**src/design/bsdl_pkg.sv**
```systemverilog
package bsdl_pkg;

   typedef enum logic [3:0] {
      OP_CLEAR      = 4'd0,
      OP_SORTED_INS = 4'd1,
      OP_DELETE_KEY = 4'd2,
      OP_INS_LAST   = 4'd3,
      OP_DEL_LAST   = 4'd4,
      OP_INS_FIRST  = 4'd5,
      OP_DEL_FIRST  = 4'd6,
      OP_INVERT     = 4'd7,
      OP_DUMP       = 4'd8
   } op_type;

   typedef enum logic [1:0] {
      ST_OK        = 2'd0,
      ST_EMPTY     = 2'd1,
      ST_NOT_FOUND = 2'd2,
      ST_FULL      = 2'd3
   } status_type;

   typedef struct packed {
      logic [3:0]  operation;
      logic [31:0] key;
   } req_type;

   typedef struct packed {
      logic [1:0]  status;
      logic [31:0] key_out;
      logic [4:0]  entry_count;
      logic        last;
   } rsp_type;

   // controller to datapath
   typedef struct packed {
      logic latch_req;
      logic walk_start;
      logic walk_step;
      logic do_clear;
      logic do_invert;
      logic do_link;
      logic link_at_hit;
      logic link_front;
      logic do_unlink;
      logic unlink_hit;
      logic unlink_front;
   } bsdl_cmd_type;

   // datapath to controller
   typedef struct packed {
      logic full;
      logic empty;
      logic hit_ge;
      logic hit_eq;
      logic walk_end;
      logic walk_last;
   } bsdl_stat_type;

endpackage

```
**src/design/bsdl_if.sv**
```systemverilog
interface bsdl_req_if;
   logic               valid;
   logic               ready;
   bsdl_pkg::req_type  payload;
   modport source (output valid, output payload, input ready);
   modport sink   (input valid, input payload, output ready);
endinterface

interface bsdl_rsp_if;
   logic               valid;
   logic               ready;
   bsdl_pkg::rsp_type  payload;
   modport source (output valid, output payload, input ready);
   modport sink   (input valid, input payload, output ready);
endinterface

```
**src/design/bounded_sorted_deque_list_top.sv**
```systemverilog
// Bounded sorted deque list: a doubly linked list of signed keys in a node pool.
// req channel: one beat per command (operation, key); accepted on valid && ready.
// rsp channel: one beat per command, or one beat per held key for dump,
// with last set on the final beat of the command.
// Simple commands pass through S_EXEC and S_REPLY before their beat is loaded. Sorted
// insert and delete by key walk the list one node per cycle in S_WALK.
// Dump loads each key in S_DUMP and passes through S_DUMP_WAIT before the next key.
// Only one command is in flight; req_ready is high again after the last beat
// of a command has been loaded into the output register.
// Reset empties the list, frees every slot and clears the direction flag;
// key and link stores are not cleared.
// A stalled receiver holds the output register; the dump walk pauses until it drains.
module bounded_sorted_deque_list_top #(
   parameter int POOL_DEPTH = 16,
   parameter int KEY_BITS   = 32
) (
   input  logic       clock,
   input  logic       reset,
   bsdl_req_if.sink   req,
   bsdl_rsp_if.source rsp
);
   import bsdl_pkg::*;

   bsdl_cmd_type  cmd;
   bsdl_stat_type stat;
   logic [31:0]   cur_key;
   logic [4:0]    count;

   bsdl_ctrl u_ctrl (
      .clock, .reset,
      .req_valid(req.valid), .req_ready(req.ready), .req_data(req.payload),
      .rsp_valid(rsp.valid), .rsp_ready(rsp.ready), .rsp_data(rsp.payload),
      .cmd, .stat, .cur_key, .count
   );

   bsdl_datapath #(.POOL_DEPTH(POOL_DEPTH), .KEY_BITS(KEY_BITS)) u_dp (
      .clock, .reset, .req_data(req.payload), .cmd, .stat, .cur_key, .count
   );
endmodule

```
**src/design/bsdl_datapath.sv**
```systemverilog
module bsdl_datapath #(
   parameter int POOL_DEPTH = 16,
   parameter int KEY_BITS   = 32
) (
   input  logic                    clock,
   input  logic                    reset,
   input  bsdl_pkg::req_type       req_data,
   input  bsdl_pkg::bsdl_cmd_type  cmd,
   output bsdl_pkg::bsdl_stat_type stat,
   output logic [31:0]             cur_key,
   output logic [4:0]              count
);
   import bsdl_pkg::*;

   localparam int IW = (POOL_DEPTH > 1) ? $clog2(POOL_DEPTH) : 1;
   localparam int CW = $clog2(POOL_DEPTH + 1);

   logic [KEY_BITS-1:0] keys_ff [POOL_DEPTH];
   logic [IW-1:0]       fwd_ff  [POOL_DEPTH];
   logic [IW-1:0]       bwd_ff  [POOL_DEPTH];
   logic [IW-1:0]       front_ff, back_ff, cur_ff;
   logic [CW-1:0]       held_ff, step_ff;
   logic [POOL_DEPTH-1:0] free_ff;
   logic                rev_ff;
   logic [KEY_BITS-1:0] key_ff;

   logic [IW-1:0] head, tail, nxt, prv, slot;
   logic signed [KEY_BITS-1:0] ck;
   logic [63:0] ext;

   assign head = rev_ff ? back_ff : front_ff;
   assign tail = rev_ff ? front_ff : back_ff;
   assign nxt  = rev_ff ? bwd_ff[cur_ff] : fwd_ff[cur_ff];
   assign prv  = rev_ff ? fwd_ff[cur_ff] : bwd_ff[cur_ff];
   assign ck   = keys_ff[cur_ff];

   always_comb begin
      slot = '0;
      for (int i = POOL_DEPTH - 1; i >= 0; i--) begin
         if (free_ff[i]) begin
            slot = IW'(i);
         end
      end
   end

   assign ext = 64'(ck);
   assign cur_key = ext[31:0];
   assign count = 5'(held_ff);
   assign stat.full = held_ff >= CW'(POOL_DEPTH);
   assign stat.empty = held_ff == '0;
   assign stat.hit_ge = ck >= $signed(key_ff);
   assign stat.hit_eq = ck == key_ff;
   assign stat.walk_end = step_ff == held_ff;
   assign stat.walk_last = (step_ff + CW'(1)) == held_ff;

   always_ff @(posedge clock) begin
      logic [IW-1:0] p, q, n;
      logic hp, hq;
      if (cmd.latch_req) begin
         key_ff <= KEY_BITS'({{32{req_data.key[31]}}, req_data.key});
      end
      if (cmd.walk_start) begin
         cur_ff <= head;
      end else if (cmd.walk_step) begin
         cur_ff <= nxt;
      end
      if (cmd.do_link) begin
         n = slot;
         keys_ff[n] <= key_ff;
         if (cmd.link_at_hit) begin
            hp = cur_ff != head; p = prv; hq = 1'b1; q = cur_ff;
         end else if (cmd.link_front) begin
            hp = 1'b0; p = '0; hq = held_ff != '0; q = head;
         end else begin
            hp = held_ff != '0; p = tail; hq = 1'b0; q = '0;
         end
         if (rev_ff) begin
            fwd_ff[n] <= hp ? p : n;
            bwd_ff[n] <= hq ? q : n;
            if (hp) bwd_ff[p] <= n;
            if (hq) fwd_ff[q] <= n;
         end else begin
            bwd_ff[n] <= hp ? p : n;
            fwd_ff[n] <= hq ? q : n;
            if (hp) fwd_ff[p] <= n;
            if (hq) bwd_ff[q] <= n;
         end
      end
      if (cmd.do_unlink) begin
         n = cmd.unlink_hit ? cur_ff : (cmd.unlink_front ? head : tail);
         hp = n != head;
         hq = n != tail;
         p = rev_ff ? fwd_ff[n] : bwd_ff[n];
         q = rev_ff ? bwd_ff[n] : fwd_ff[n];
         if (hp) begin
            if (rev_ff) bwd_ff[p] <= q; else fwd_ff[p] <= q;
         end
         if (hq) begin
            if (rev_ff) fwd_ff[q] <= p; else bwd_ff[q] <= p;
         end
      end
   end

   always_ff @(posedge clock) begin
      logic [IW-1:0] n, p, q;
      logic hp, hq;
      if (reset || cmd.do_clear) begin
         front_ff <= '0;
         back_ff  <= '0;
         held_ff  <= '0;
         free_ff  <= '1;
         rev_ff   <= 1'b0;
         step_ff  <= '0;
      end else begin
         if (cmd.walk_start) step_ff <= '0;
         else if (cmd.walk_step) step_ff <= step_ff + 1'b1;
         if (cmd.do_invert) rev_ff <= ~rev_ff;
         if (cmd.do_link) begin
            n = slot;
            free_ff[n] <= 1'b0;
            held_ff <= held_ff + 1'b1;
            if (cmd.link_at_hit) begin
               hp = cur_ff != head; hq = 1'b1;
            end else if (cmd.link_front) begin
               hp = 1'b0; hq = held_ff != '0;
            end else begin
               hp = held_ff != '0; hq = 1'b0;
            end
            if (!hp) begin
               if (rev_ff) back_ff <= n; else front_ff <= n;
            end
            if (!hq) begin
               if (rev_ff) front_ff <= n; else back_ff <= n;
            end
         end
         if (cmd.do_unlink) begin
            n = cmd.unlink_hit ? cur_ff : (cmd.unlink_front ? head : tail);
            hp = n != head;
            hq = n != tail;
            p = rev_ff ? fwd_ff[n] : bwd_ff[n];
            q = rev_ff ? bwd_ff[n] : fwd_ff[n];
            free_ff[n] <= 1'b1;
            held_ff <= held_ff - 1'b1;
            if (held_ff == CW'(1)) begin
               front_ff <= '0;
               back_ff  <= '0;
            end else begin
               if (!hp) begin
                  if (rev_ff) back_ff <= q; else front_ff <= q;
               end
               if (!hq) begin
                  if (rev_ff) front_ff <= p; else back_ff <= p;
               end
            end
         end
      end
   end

   assert property (@(posedge clock) disable iff (reset)
      cmd.do_link |=> held_ff == $past(held_ff) + 1'b1)
      else $error("link did not grow count");
   assert property (@(posedge clock) disable iff (reset)
      cmd.do_link |-> !stat.full)
      else $error("link into full pool");
   assert property (@(posedge clock) disable iff (reset)
      cmd.do_unlink |-> !stat.empty)
      else $error("unlink from empty list");
   assert property (@(posedge clock) disable iff (reset)
      $countones(~free_ff) == int'(held_ff))
      else $error("free mask disagrees with count");
endmodule

```
**src/design/bsdl_ctrl.sv**
```systemverilog
module bsdl_ctrl (
   input  logic                    clock,
   input  logic                    reset,
   input  logic                    req_valid,
   output logic                    req_ready,
   input  bsdl_pkg::req_type       req_data,
   output logic                    rsp_valid,
   input  logic                    rsp_ready,
   output bsdl_pkg::rsp_type       rsp_data,
   output bsdl_pkg::bsdl_cmd_type  cmd,
   input  bsdl_pkg::bsdl_stat_type stat,
   input  logic [31:0]             cur_key,
   input  logic [4:0]              count
);
   import bsdl_pkg::*;

   typedef enum logic [2:0] {
      S_IDLE, S_EXEC, S_WALK, S_REPLY, S_DUMP, S_DUMP_WAIT
   } state_type;

   state_type  state_ff;
   logic [3:0] op_ff;
   logic [1:0] status_ff;
   logic       valid_ff;
   rsp_type    out_ff;

   assign req_ready = state_ff == S_IDLE;
   assign rsp_valid = valid_ff;
   assign rsp_data  = out_ff;

   always_comb begin
      cmd = '0;
      cmd.latch_req = req_valid && req_ready;
      case (state_ff)
         S_EXEC: begin
            case (op_ff)
               OP_CLEAR:    cmd.do_clear = 1'b1;
               OP_INS_LAST: cmd.do_link = !stat.full;
               OP_INS_FIRST: begin
                  cmd.do_link = !stat.full;
                  cmd.link_front = 1'b1;
               end
               OP_DEL_LAST: cmd.do_unlink = !stat.empty;
               OP_DEL_FIRST: begin
                  cmd.do_unlink = !stat.empty;
                  cmd.unlink_front = 1'b1;
               end
               OP_INVERT: cmd.do_invert = !stat.empty;
               OP_SORTED_INS, OP_DELETE_KEY, OP_DUMP: cmd.walk_start = 1'b1;
               default: ;
            endcase
         end
         S_WALK: begin
            if (stat.walk_end) begin
               cmd.do_link = op_ff == OP_SORTED_INS;
            end else if (op_ff == OP_SORTED_INS && stat.hit_ge) begin
               cmd.do_link = 1'b1;
               cmd.link_at_hit = 1'b1;
            end else if (op_ff == OP_DELETE_KEY && stat.hit_eq) begin
               cmd.do_unlink = 1'b1;
               cmd.unlink_hit = 1'b1;
            end else begin
               cmd.walk_step = 1'b1;
            end
         end
         S_DUMP: cmd.walk_step = !valid_ff || rsp_ready;
         default: ;
      endcase
   end

   always_ff @(posedge clock) begin
      if (reset) begin
         state_ff <= S_IDLE;
         valid_ff <= 1'b0;
      end else begin
         if (valid_ff && rsp_ready) valid_ff <= 1'b0;
         case (state_ff)
            S_IDLE: begin
               if (req_valid) begin
                  op_ff <= req_data.operation;
                  state_ff <= S_EXEC;
               end
            end
            S_EXEC: begin
               status_ff <= ST_OK;
               state_ff <= S_REPLY;
               case (op_ff)
                  OP_INS_LAST, OP_INS_FIRST: if (stat.full) status_ff <= ST_FULL;
                  OP_DEL_LAST, OP_DEL_FIRST, OP_INVERT:
                     if (stat.empty) status_ff <= ST_EMPTY;
                  OP_SORTED_INS: begin
                     if (stat.full) status_ff <= ST_FULL;
                     else state_ff <= S_WALK;
                  end
                  OP_DELETE_KEY: begin
                     if (stat.empty) status_ff <= ST_EMPTY;
                     else state_ff <= S_WALK;
                  end
                  OP_DUMP: begin
                     if (stat.empty) status_ff <= ST_EMPTY;
                     else state_ff <= S_DUMP;
                  end
                  default: ;
               endcase
            end
            S_WALK: begin
               if (stat.walk_end) begin
                  if (op_ff == OP_DELETE_KEY) status_ff <= ST_NOT_FOUND;
                  state_ff <= S_REPLY;
               end else if ((op_ff == OP_SORTED_INS && stat.hit_ge) ||
                            (op_ff == OP_DELETE_KEY && stat.hit_eq)) begin
                  state_ff <= S_REPLY;
               end
            end
            S_REPLY: begin
               if (!valid_ff || rsp_ready) begin
                  valid_ff <= 1'b1;
                  out_ff.status <= status_ff;
                  out_ff.key_out <= '0;
                  out_ff.entry_count <= count;
                  out_ff.last <= 1'b1;
                  state_ff <= S_IDLE;
               end
            end
            S_DUMP: begin
               if (!valid_ff || rsp_ready) begin
                  valid_ff <= 1'b1;
                  out_ff.status <= ST_OK;
                  out_ff.key_out <= cur_key;
                  out_ff.entry_count <= count;
                  out_ff.last <= stat.walk_last;
                  state_ff <= S_DUMP_WAIT;
               end
            end
            S_DUMP_WAIT: begin
               state_ff <= out_ff.last ? S_IDLE : S_DUMP;
            end
            default: state_ff <= S_IDLE;
         endcase
      end
   end

   assert property (@(posedge clock) disable iff (reset)
      (rsp_valid && !rsp_ready) |=> rsp_valid)
      else $error("beat dropped while stalled");
   assert property (@(posedge clock) disable iff (reset)
      (req_valid && req_ready) |=> !req_ready)
      else $error("second request taken while busy");
   assert property (@(posedge clock) disable iff (reset)
      $onehot0({cmd.do_link, cmd.do_unlink, cmd.do_clear, cmd.do_invert}))
      else $error("conflicting datapath commands");
endmodule

```
**src/flat_wrapper.sv**
```systemverilog
// flat-port wrapper written by rule: the top's interface ports become plain ports
module bounded_sorted_deque_list_top_flat import bsdl_pkg::*;
#(
   parameter int POOL_DEPTH = 16,
   parameter int KEY_BITS   = 32
)
  (clock, reset, req_valid, req_payload, req_ready, rsp_valid, rsp_payload, rsp_ready);
  bsdl_req_if req_i ();
  bsdl_rsp_if rsp_i ();
  input  logic clock;
  input  logic reset;
  input wire logic [$bits(req_i.valid)-1:0] req_valid;
  input wire logic [$bits(req_i.payload)-1:0] req_payload;
  output wire logic [$bits(req_i.ready)-1:0] req_ready;
  output wire logic [$bits(rsp_i.valid)-1:0] rsp_valid;
  output wire logic [$bits(rsp_i.payload)-1:0] rsp_payload;
  input wire logic [$bits(rsp_i.ready)-1:0] rsp_ready;
  assign req_i.valid = req_valid;
  assign req_i.payload = req_payload;
  assign req_ready = req_i.ready;
  assign rsp_valid = rsp_i.valid;
  assign rsp_payload = rsp_i.payload;
  assign rsp_i.ready = rsp_ready;
  bounded_sorted_deque_list_top #(.POOL_DEPTH(POOL_DEPTH), .KEY_BITS(KEY_BITS)) u_core (.clock(clock), .reset(reset), .req(req_i), .rsp(rsp_i));
endmodule
```
**config.mk**
```make
export PLATFORM = sky130hd
export DESIGN_NAME = bounded_sorted_deque_list_top_flat
export DESIGN_NICKNAME = d
export VERILOG_FILES = /design/src/design/bsdl_pkg.sv /design/src/design/bsdl_if.sv /design/src/design/bounded_sorted_deque_list_top.sv /design/src/design/bsdl_datapath.sv /design/src/design/bsdl_ctrl.sv /design/src/flat_wrapper.sv
export SDC_FILE = /design/constraint.sdc
export NUM_CORES = 1
export LEC_CHECK = 0
export ABC_AREA = 1
export BUFFER_PORTS_ARGS = -buffer_cell sky130_fd_sc_hd__buf_2
export CELL_PAD_IN_SITES_DETAIL_PLACEMENT = 0
export CELL_PAD_IN_SITES_GLOBAL_PLACEMENT = 2
export CORE_MARGIN = 2
export CORE_UTILIZATION = 42
export CTS_CLUSTER_DIAMETER = 50
export CTS_CLUSTER_SIZE = 20
export DETAILED_ROUTE_END_ITERATION = 6
export PLACE_DENSITY_LB_ADDON = 0.1
export SLEW_MARGIN = 20
export SYNTH_ARGS = -nofsm -noshare
export SYNTH_HDL_FRONTEND = slang
export SYNTH_SLANG_ARGS = --single-unit
```
**constraint.sdc**
```tcl
create_clock -name clock -period 8.1 [get_ports clock]
set_input_delay 1.62 -clock clock [delete_from_list [all_inputs] [get_ports clock]]
set_output_delay 1.62 -clock clock [all_outputs]
set_load 0.01 [all_outputs]
```
# Word-level counts from Yosys, hierarchy flattened
# Memories as Yosys holds them, arrays and structs flattened. A register that Yosys moved wholly into a read port is not among the register bits.
# Cells that the tools add are included.
# totals
mem_bits_rw	640
latch_bits	0
out_inout_bits	42
romBits	0
ff_bits	121
elab_cells	276
memories	3
# classes
add_sub_neg	3
n_div	0
multipliers	0
eq_ne	26
shift	0
bitwise_logic	7
n_reduce_logical	37
n_mux	178
n_lt_le_gt_ge	6
# mem_list
memory	depth	word_bits	rd	rd_ports_with_merged_regs	write_ports	line_no	source
u_core.u_dp.keys_ff	16	32	1	1	1	bsdl_datapath.sv:18	logic [KEY_BITS-1:0] keys_ff [POOL_DEPTH];
u_core.u_dp.bwd_ff	16	4	2	1	2	bsdl_datapath.sv:20	logic [IW-1:0] bwd_ff [POOL_DEPTH];
u_core.u_dp.fwd_ff	16	4	2	1	2	bsdl_datapath.sv:19	logic [IW-1:0] fwd_ff [POOL_DEPTH];
# ops
cell	n
two-way mux 4 bit	73
two-way mux 40 bit	2
case mux 40 bit (2 select lines)	1
two-way mux 1 bit	73
two-way mux 16 bit	3
== test 32 bit	1
greater-or-equal comparator 32 bit	1
OR reduction 4 bit	6
two-way mux 3 bit	7
case mux 3 bit (6 select lines)	1
AND 16 bit	1
== test 4 x 3 -> 1 bit, second input constant	4
two-way mux 2 bit	8
NOT 16 bit	1
OR 16 bit	1
!= test 4 bit	3
AND reduction 4 bit	3
adder 5 x 1 -> 5 bit, second input constant	2
== test 5 bit	2
less-than comparator 4 x 5 -> 1 bit, second input constant	2
two-way mux 5 bit	2
case mux 3 bit (3 select lines)	1
demux 1 bit (select 4 bit)	2
== test 4 x 2 -> 1 bit, second input constant	2
other kinds (28)	55

# Logic depth before layout (Yosys ltp)
# depth
depth_word	27
mapped_depth	40
mapped_depth_nobuf	35

# Modules after synthesis
# A second synthesis with hierarchy kept.
# hier_totals
hier_cells	4249
area_unflattened_um2	39282.7
# modules_own_cells
module	cells_each	instances	area_each_um2
bsdl_datapath	4037	1	37098.1
bsdl_ctrl	212	1	2184.6

# Worst setup path before layout
# Ideal clock, no wire load.
# synth_timing
path_type	flip-flop to flip-flop
start	register (tool-made name)
end	memory u_core.u_dp.keys_ff[2][0] (enable)
t_arrival_ns	6.127
required_time_ns	7.637
path_stages_with_launch	24
setup_slack_ns	1.510
setup_ns	0.463
cell_sequence	dfxtp_1 -> buf_2 -> buf_2 -> clkbuf_1 -> clkbuf_1 -> clkbuf_1 -> buf_1 -> mux2i_1 -> o21ai_0 -> o211ai_1 -> nand2_1 -> ha_1 -> nand2_1 -> nor2_2 -> nand3_1 -> nor2_2 -> nand2_1 -> nand2_1 -> nand2_1 -> nand4_1 -> nand2_1 -> nand2_1 -> nand3_1 -> nor3_1
# synth_rtl
item	line_no
end: declaration	bsdl_datapath.sv:18

==> flow_summary.yaml <==
clock_network:
  cts_buffers: 97
  clock-sinks: 765
  cts_root_buffer: "clkbuf_16"
  cts_resized: 0
  cts.path.max_buffers: 3
  cts_tree: "yes"
  clk_pin_slew_worst_paths_ns: 0.07
  htreeDepth: 3
  cts_setup_buffers: 0
  postCtsHoldBufs: 0
  insertion_delay_ns: 0.68
critical_path:
  r2r_end: "u_core.u_dp.bwd_ff[7][0]"
  reg2regPathDepth: 26
  worst_ep_required_time_ns: 8.42
  r2r_slack_ns: 1.53
  cp.arrival_ns: 6.89
  critPathMaxFanout: 84
  cp-start-kind: "flop"
  crit_type: "reg -> reg"
  end_kind: "flop"
place:
  numPortBuffers: 81
  place_congestion: 0.898
  dp_hpwl_um: 72100
  dpl.cell_count: 4814
  place_area_sq_um: 38800
routing:
  ant_nets: 0
  vias: 27140
  wl_per_cell_um: 22.8
  via_per_inst: 5.43
  drc: 0
  drtIter0Drc: 1967
  wirelength_um: 114000
  drtPass1Iterations: 6
timing:
  setup_violations: 0
  tns_ns: 0
  finalCritPeriodShare: 0.812
  slew_headroom: 0.282
  rsz0062_at_grt: "false"
  min_period_ns: 6.57
  fin_skew_ns: 0.0328
  maxSlewViolCount: 0
  hold_viol: 0
  whs_ns: 0.497
  fmax_mhz: 152
  tightestPinTransition_ns: 1.07
synthesis:
  syn-num-nets: 3768
  synth_common_cells: "nand2_1 (846), edfxtp_1 (722), inv_1 (450), o21ai_0 (285), a21oi_1 (276)"
  ys_ff_latch: 765
  synth_edf_count: 722
  syn_area_per_cell_sq_um: 10.0
  yosys.cell_types.count: 50
  syn_inst: 3692
  synthesis.area_sq_um: 37000
  yosys.area.top_type_share: 0.586
  yosysMostFrequentCell: "nand2_1"
  async_flop_share: 0
  ys_warn_count: 0
  yosysTopAreaCell: "edfxtp_1"
  ys_seq_area_frac: 0.609
  synth_flop_cell: "edfxtp_1"
  synth.area.top_cells: "edfxtp_1 (59%), nand2_1 (8.6%), inv_1 (4.6%)"
grt:
  overflow: 0
  grt_max_degree: 85
  antenna_found_initial: 0
  grt_pass1_vias: 26909
  track_usage: 0.252
  grt_pass1_wl_um: 170000
pwr:
  power_leakage_nw: 16.9
  vdd_drop_max_uv: 178
  powerDensity_nw_per_um2: 268
die:
  ios: 82
  core_area_sq_um: 87000
  die_w_um: 301
  fp.dieArea_sq_um: 90500
  die_y_um: 301
  start_util: 0.425
  num_rows: 108
finish:
  stdcell_count: 4999
  fin_nets: 3834
  postLayoutCellArea_sq_um: 42300
  synthToLayoutAreaGrowth_pct: 14.3
  drive_gt1_frac: 0.114
hold_path:
  hold_class: "reg -> reg"
  whs_endpoint: "u_core.u_dp.free_ff[14]"
  holdPathStages: 2
  hold_start: "u_core.u_dp.free_ff[14]"
run_status:
  status: "complete, no violations"
run:
  drv_cap: 0
[cell families (layout without fill, tap and decap cells)]
family / after synthesis / after routing / share of synthesized area
AOI/OAI and AO/OA: 794 / 794 / 0.121
xor gates and xnor gates: 19 / 19 / 0.00450
adders and majority gates: 36 / 36 / 0.0122
buffers and inverters: 661 / 812 / 0.0709
DFF: 765 / 765 / 0.609
muxes: 128 / 128 / 0.0346
other: 0 / 1 / 0
and+or+nand+nor: 1289 / 1289 / 0.147
[how the worst max path moves through the flow]
stage | startpoint | end | cells past startpoint
2_1_floorplan | flop | u_core.u_dp.keys_ff[2][0] | 23
3_3_place_gp | flop | u_core.u_dp.fwd_ff[5][2] | 27
3_5_place_dp | flop | u_core.u_dp.fwd_ff[5][2] | 27
4_1_cts | flop | u_core.u_dp.bwd_ff[7][0] | 26
5_1_grt | flop | u_core.u_dp.fwd_ff[5][0] | 27
6_report | flop | u_core.u_dp.bwd_ff[7][0] | 26
[report_power, final]
group          leakage (nW)  switching [mW]  internal, mW
clock network          1.66            1.97          2.59
logic                  8.43            1.44         0.643
registers              6.82           0.178          4.53
[area by class of cell]
type,count,area [sq um]
fill,8087,44700
sequential,765,22600
multi-input combinational,2266,12000
clock buffer,102,2460
inverter,474,1780
tap,1155,1450
timing repair buffer,154,1080
clock inverter,82,1010
antenna,1,2.50
[state kept, by name, indices dropped and copies added, names as in the netlist, 5 cells and up, named ones only]
register                cells
u_core.u_ctrl.rsp_data     40
u_core.u_dp.step_ff         5
u_core.u_dp.bwd_ff         64
u_core.u_dp.keys_ff       512
u_core.u_dp.count           5
u_core.u_dp.fwd_ff         64
u_core.u_dp.free_ff        16
u_core.u_dp.key_ff         32
[cell usage in the layout, fill, tap and decap left out, drive strengths merged]
| cell type | n |
|---|---|
| inv | 510 |
| edfxtp | 722 |
| o21bai | 9 |
| o311ai | 1 |
| nand3 | 239 |
| mux2i | 128 |
| or2 | 4 |
| a31oi | 3 |
| o221ai | 8 |
| clkinv | 28 |
| nand3b | 2 |
| o211ai | 158 |
| dfxtp | 43 |
| o22ai | 5 |
| nor3 | 25 |
| nand2 | 868 |
| diode | 1 |
| nor4 | 3 |
| buf | 154 |
| a21o | 2 |
| xnor2 | 1 |
| a21oi | 276 |
| and3 | 1 |
| a211oi | 2 |
| o21a | 3 |
| o21ai | 325 |
| o31ai | 1 |
| ha | 36 |
| clkbuf | 102 |
| nor2 | 133 |
| a22oi | 1 |
| bufinv | 8 |
| xor2 | 18 |
| nand4 | 14 |
| clkinvlp | 10 |
[critical path, cell delays in order, from the launching register on]
cell	delay [ns]
dfxtp_4	0.76
buf_12	0.43
buf_4	0.34
mux2i_1	0.20
o21ai_0	0.08
o211ai_1	0.24
nand2_1	0.13
ha_1	0.29
nand2_1	0.06
nor2_2	0.15
nand3_1	0.10
nor2_2	0.23
nand3_4	0.17
o21ai_0	0.27
nand2_2	0.37
buf_12	0.32
nand2_1	0.09
nand3_1	0.08
nand3_1	0.15
nand2_1	0.12
nor2_1	0.33
nand2_1	0.10
nand2_1	0.17
nor2_1	0.10
a21oi_1	0.17
nand3_1	0.19
o21bai_1	0.45
[per-stage QoR]
stage | setup slack, ns | power, mW | util
floorplan | 1.51 | 6.12 | -
global placement | 1.57 | 6.86 | 0.446
detailed placement | 1.50 | 6.88 | 0.446
CTS | 1.52 | 11.4 | 0.486
global route | 0.939 | 11.8 | 0.486
finish | 1.53 | 11.3 | 0.486
[layer usage]
layer | GRT usage | routed length (um) | part of all wire | vias to the layer above
met5 | 0 | 0 | 0 | -
met2 | 0.434 | 56100 | 0.49 | 726
met1 | 0.327 | 49200 | 0.43 | 13299
li1 | - | - | - | 12911
met3 | 0.0293 | 5110 | 0.045 | 204
met4 | 0.0923 | 3830 | 0.034 | 0
No activity file was read; power rests on OpenSTA's default activity.
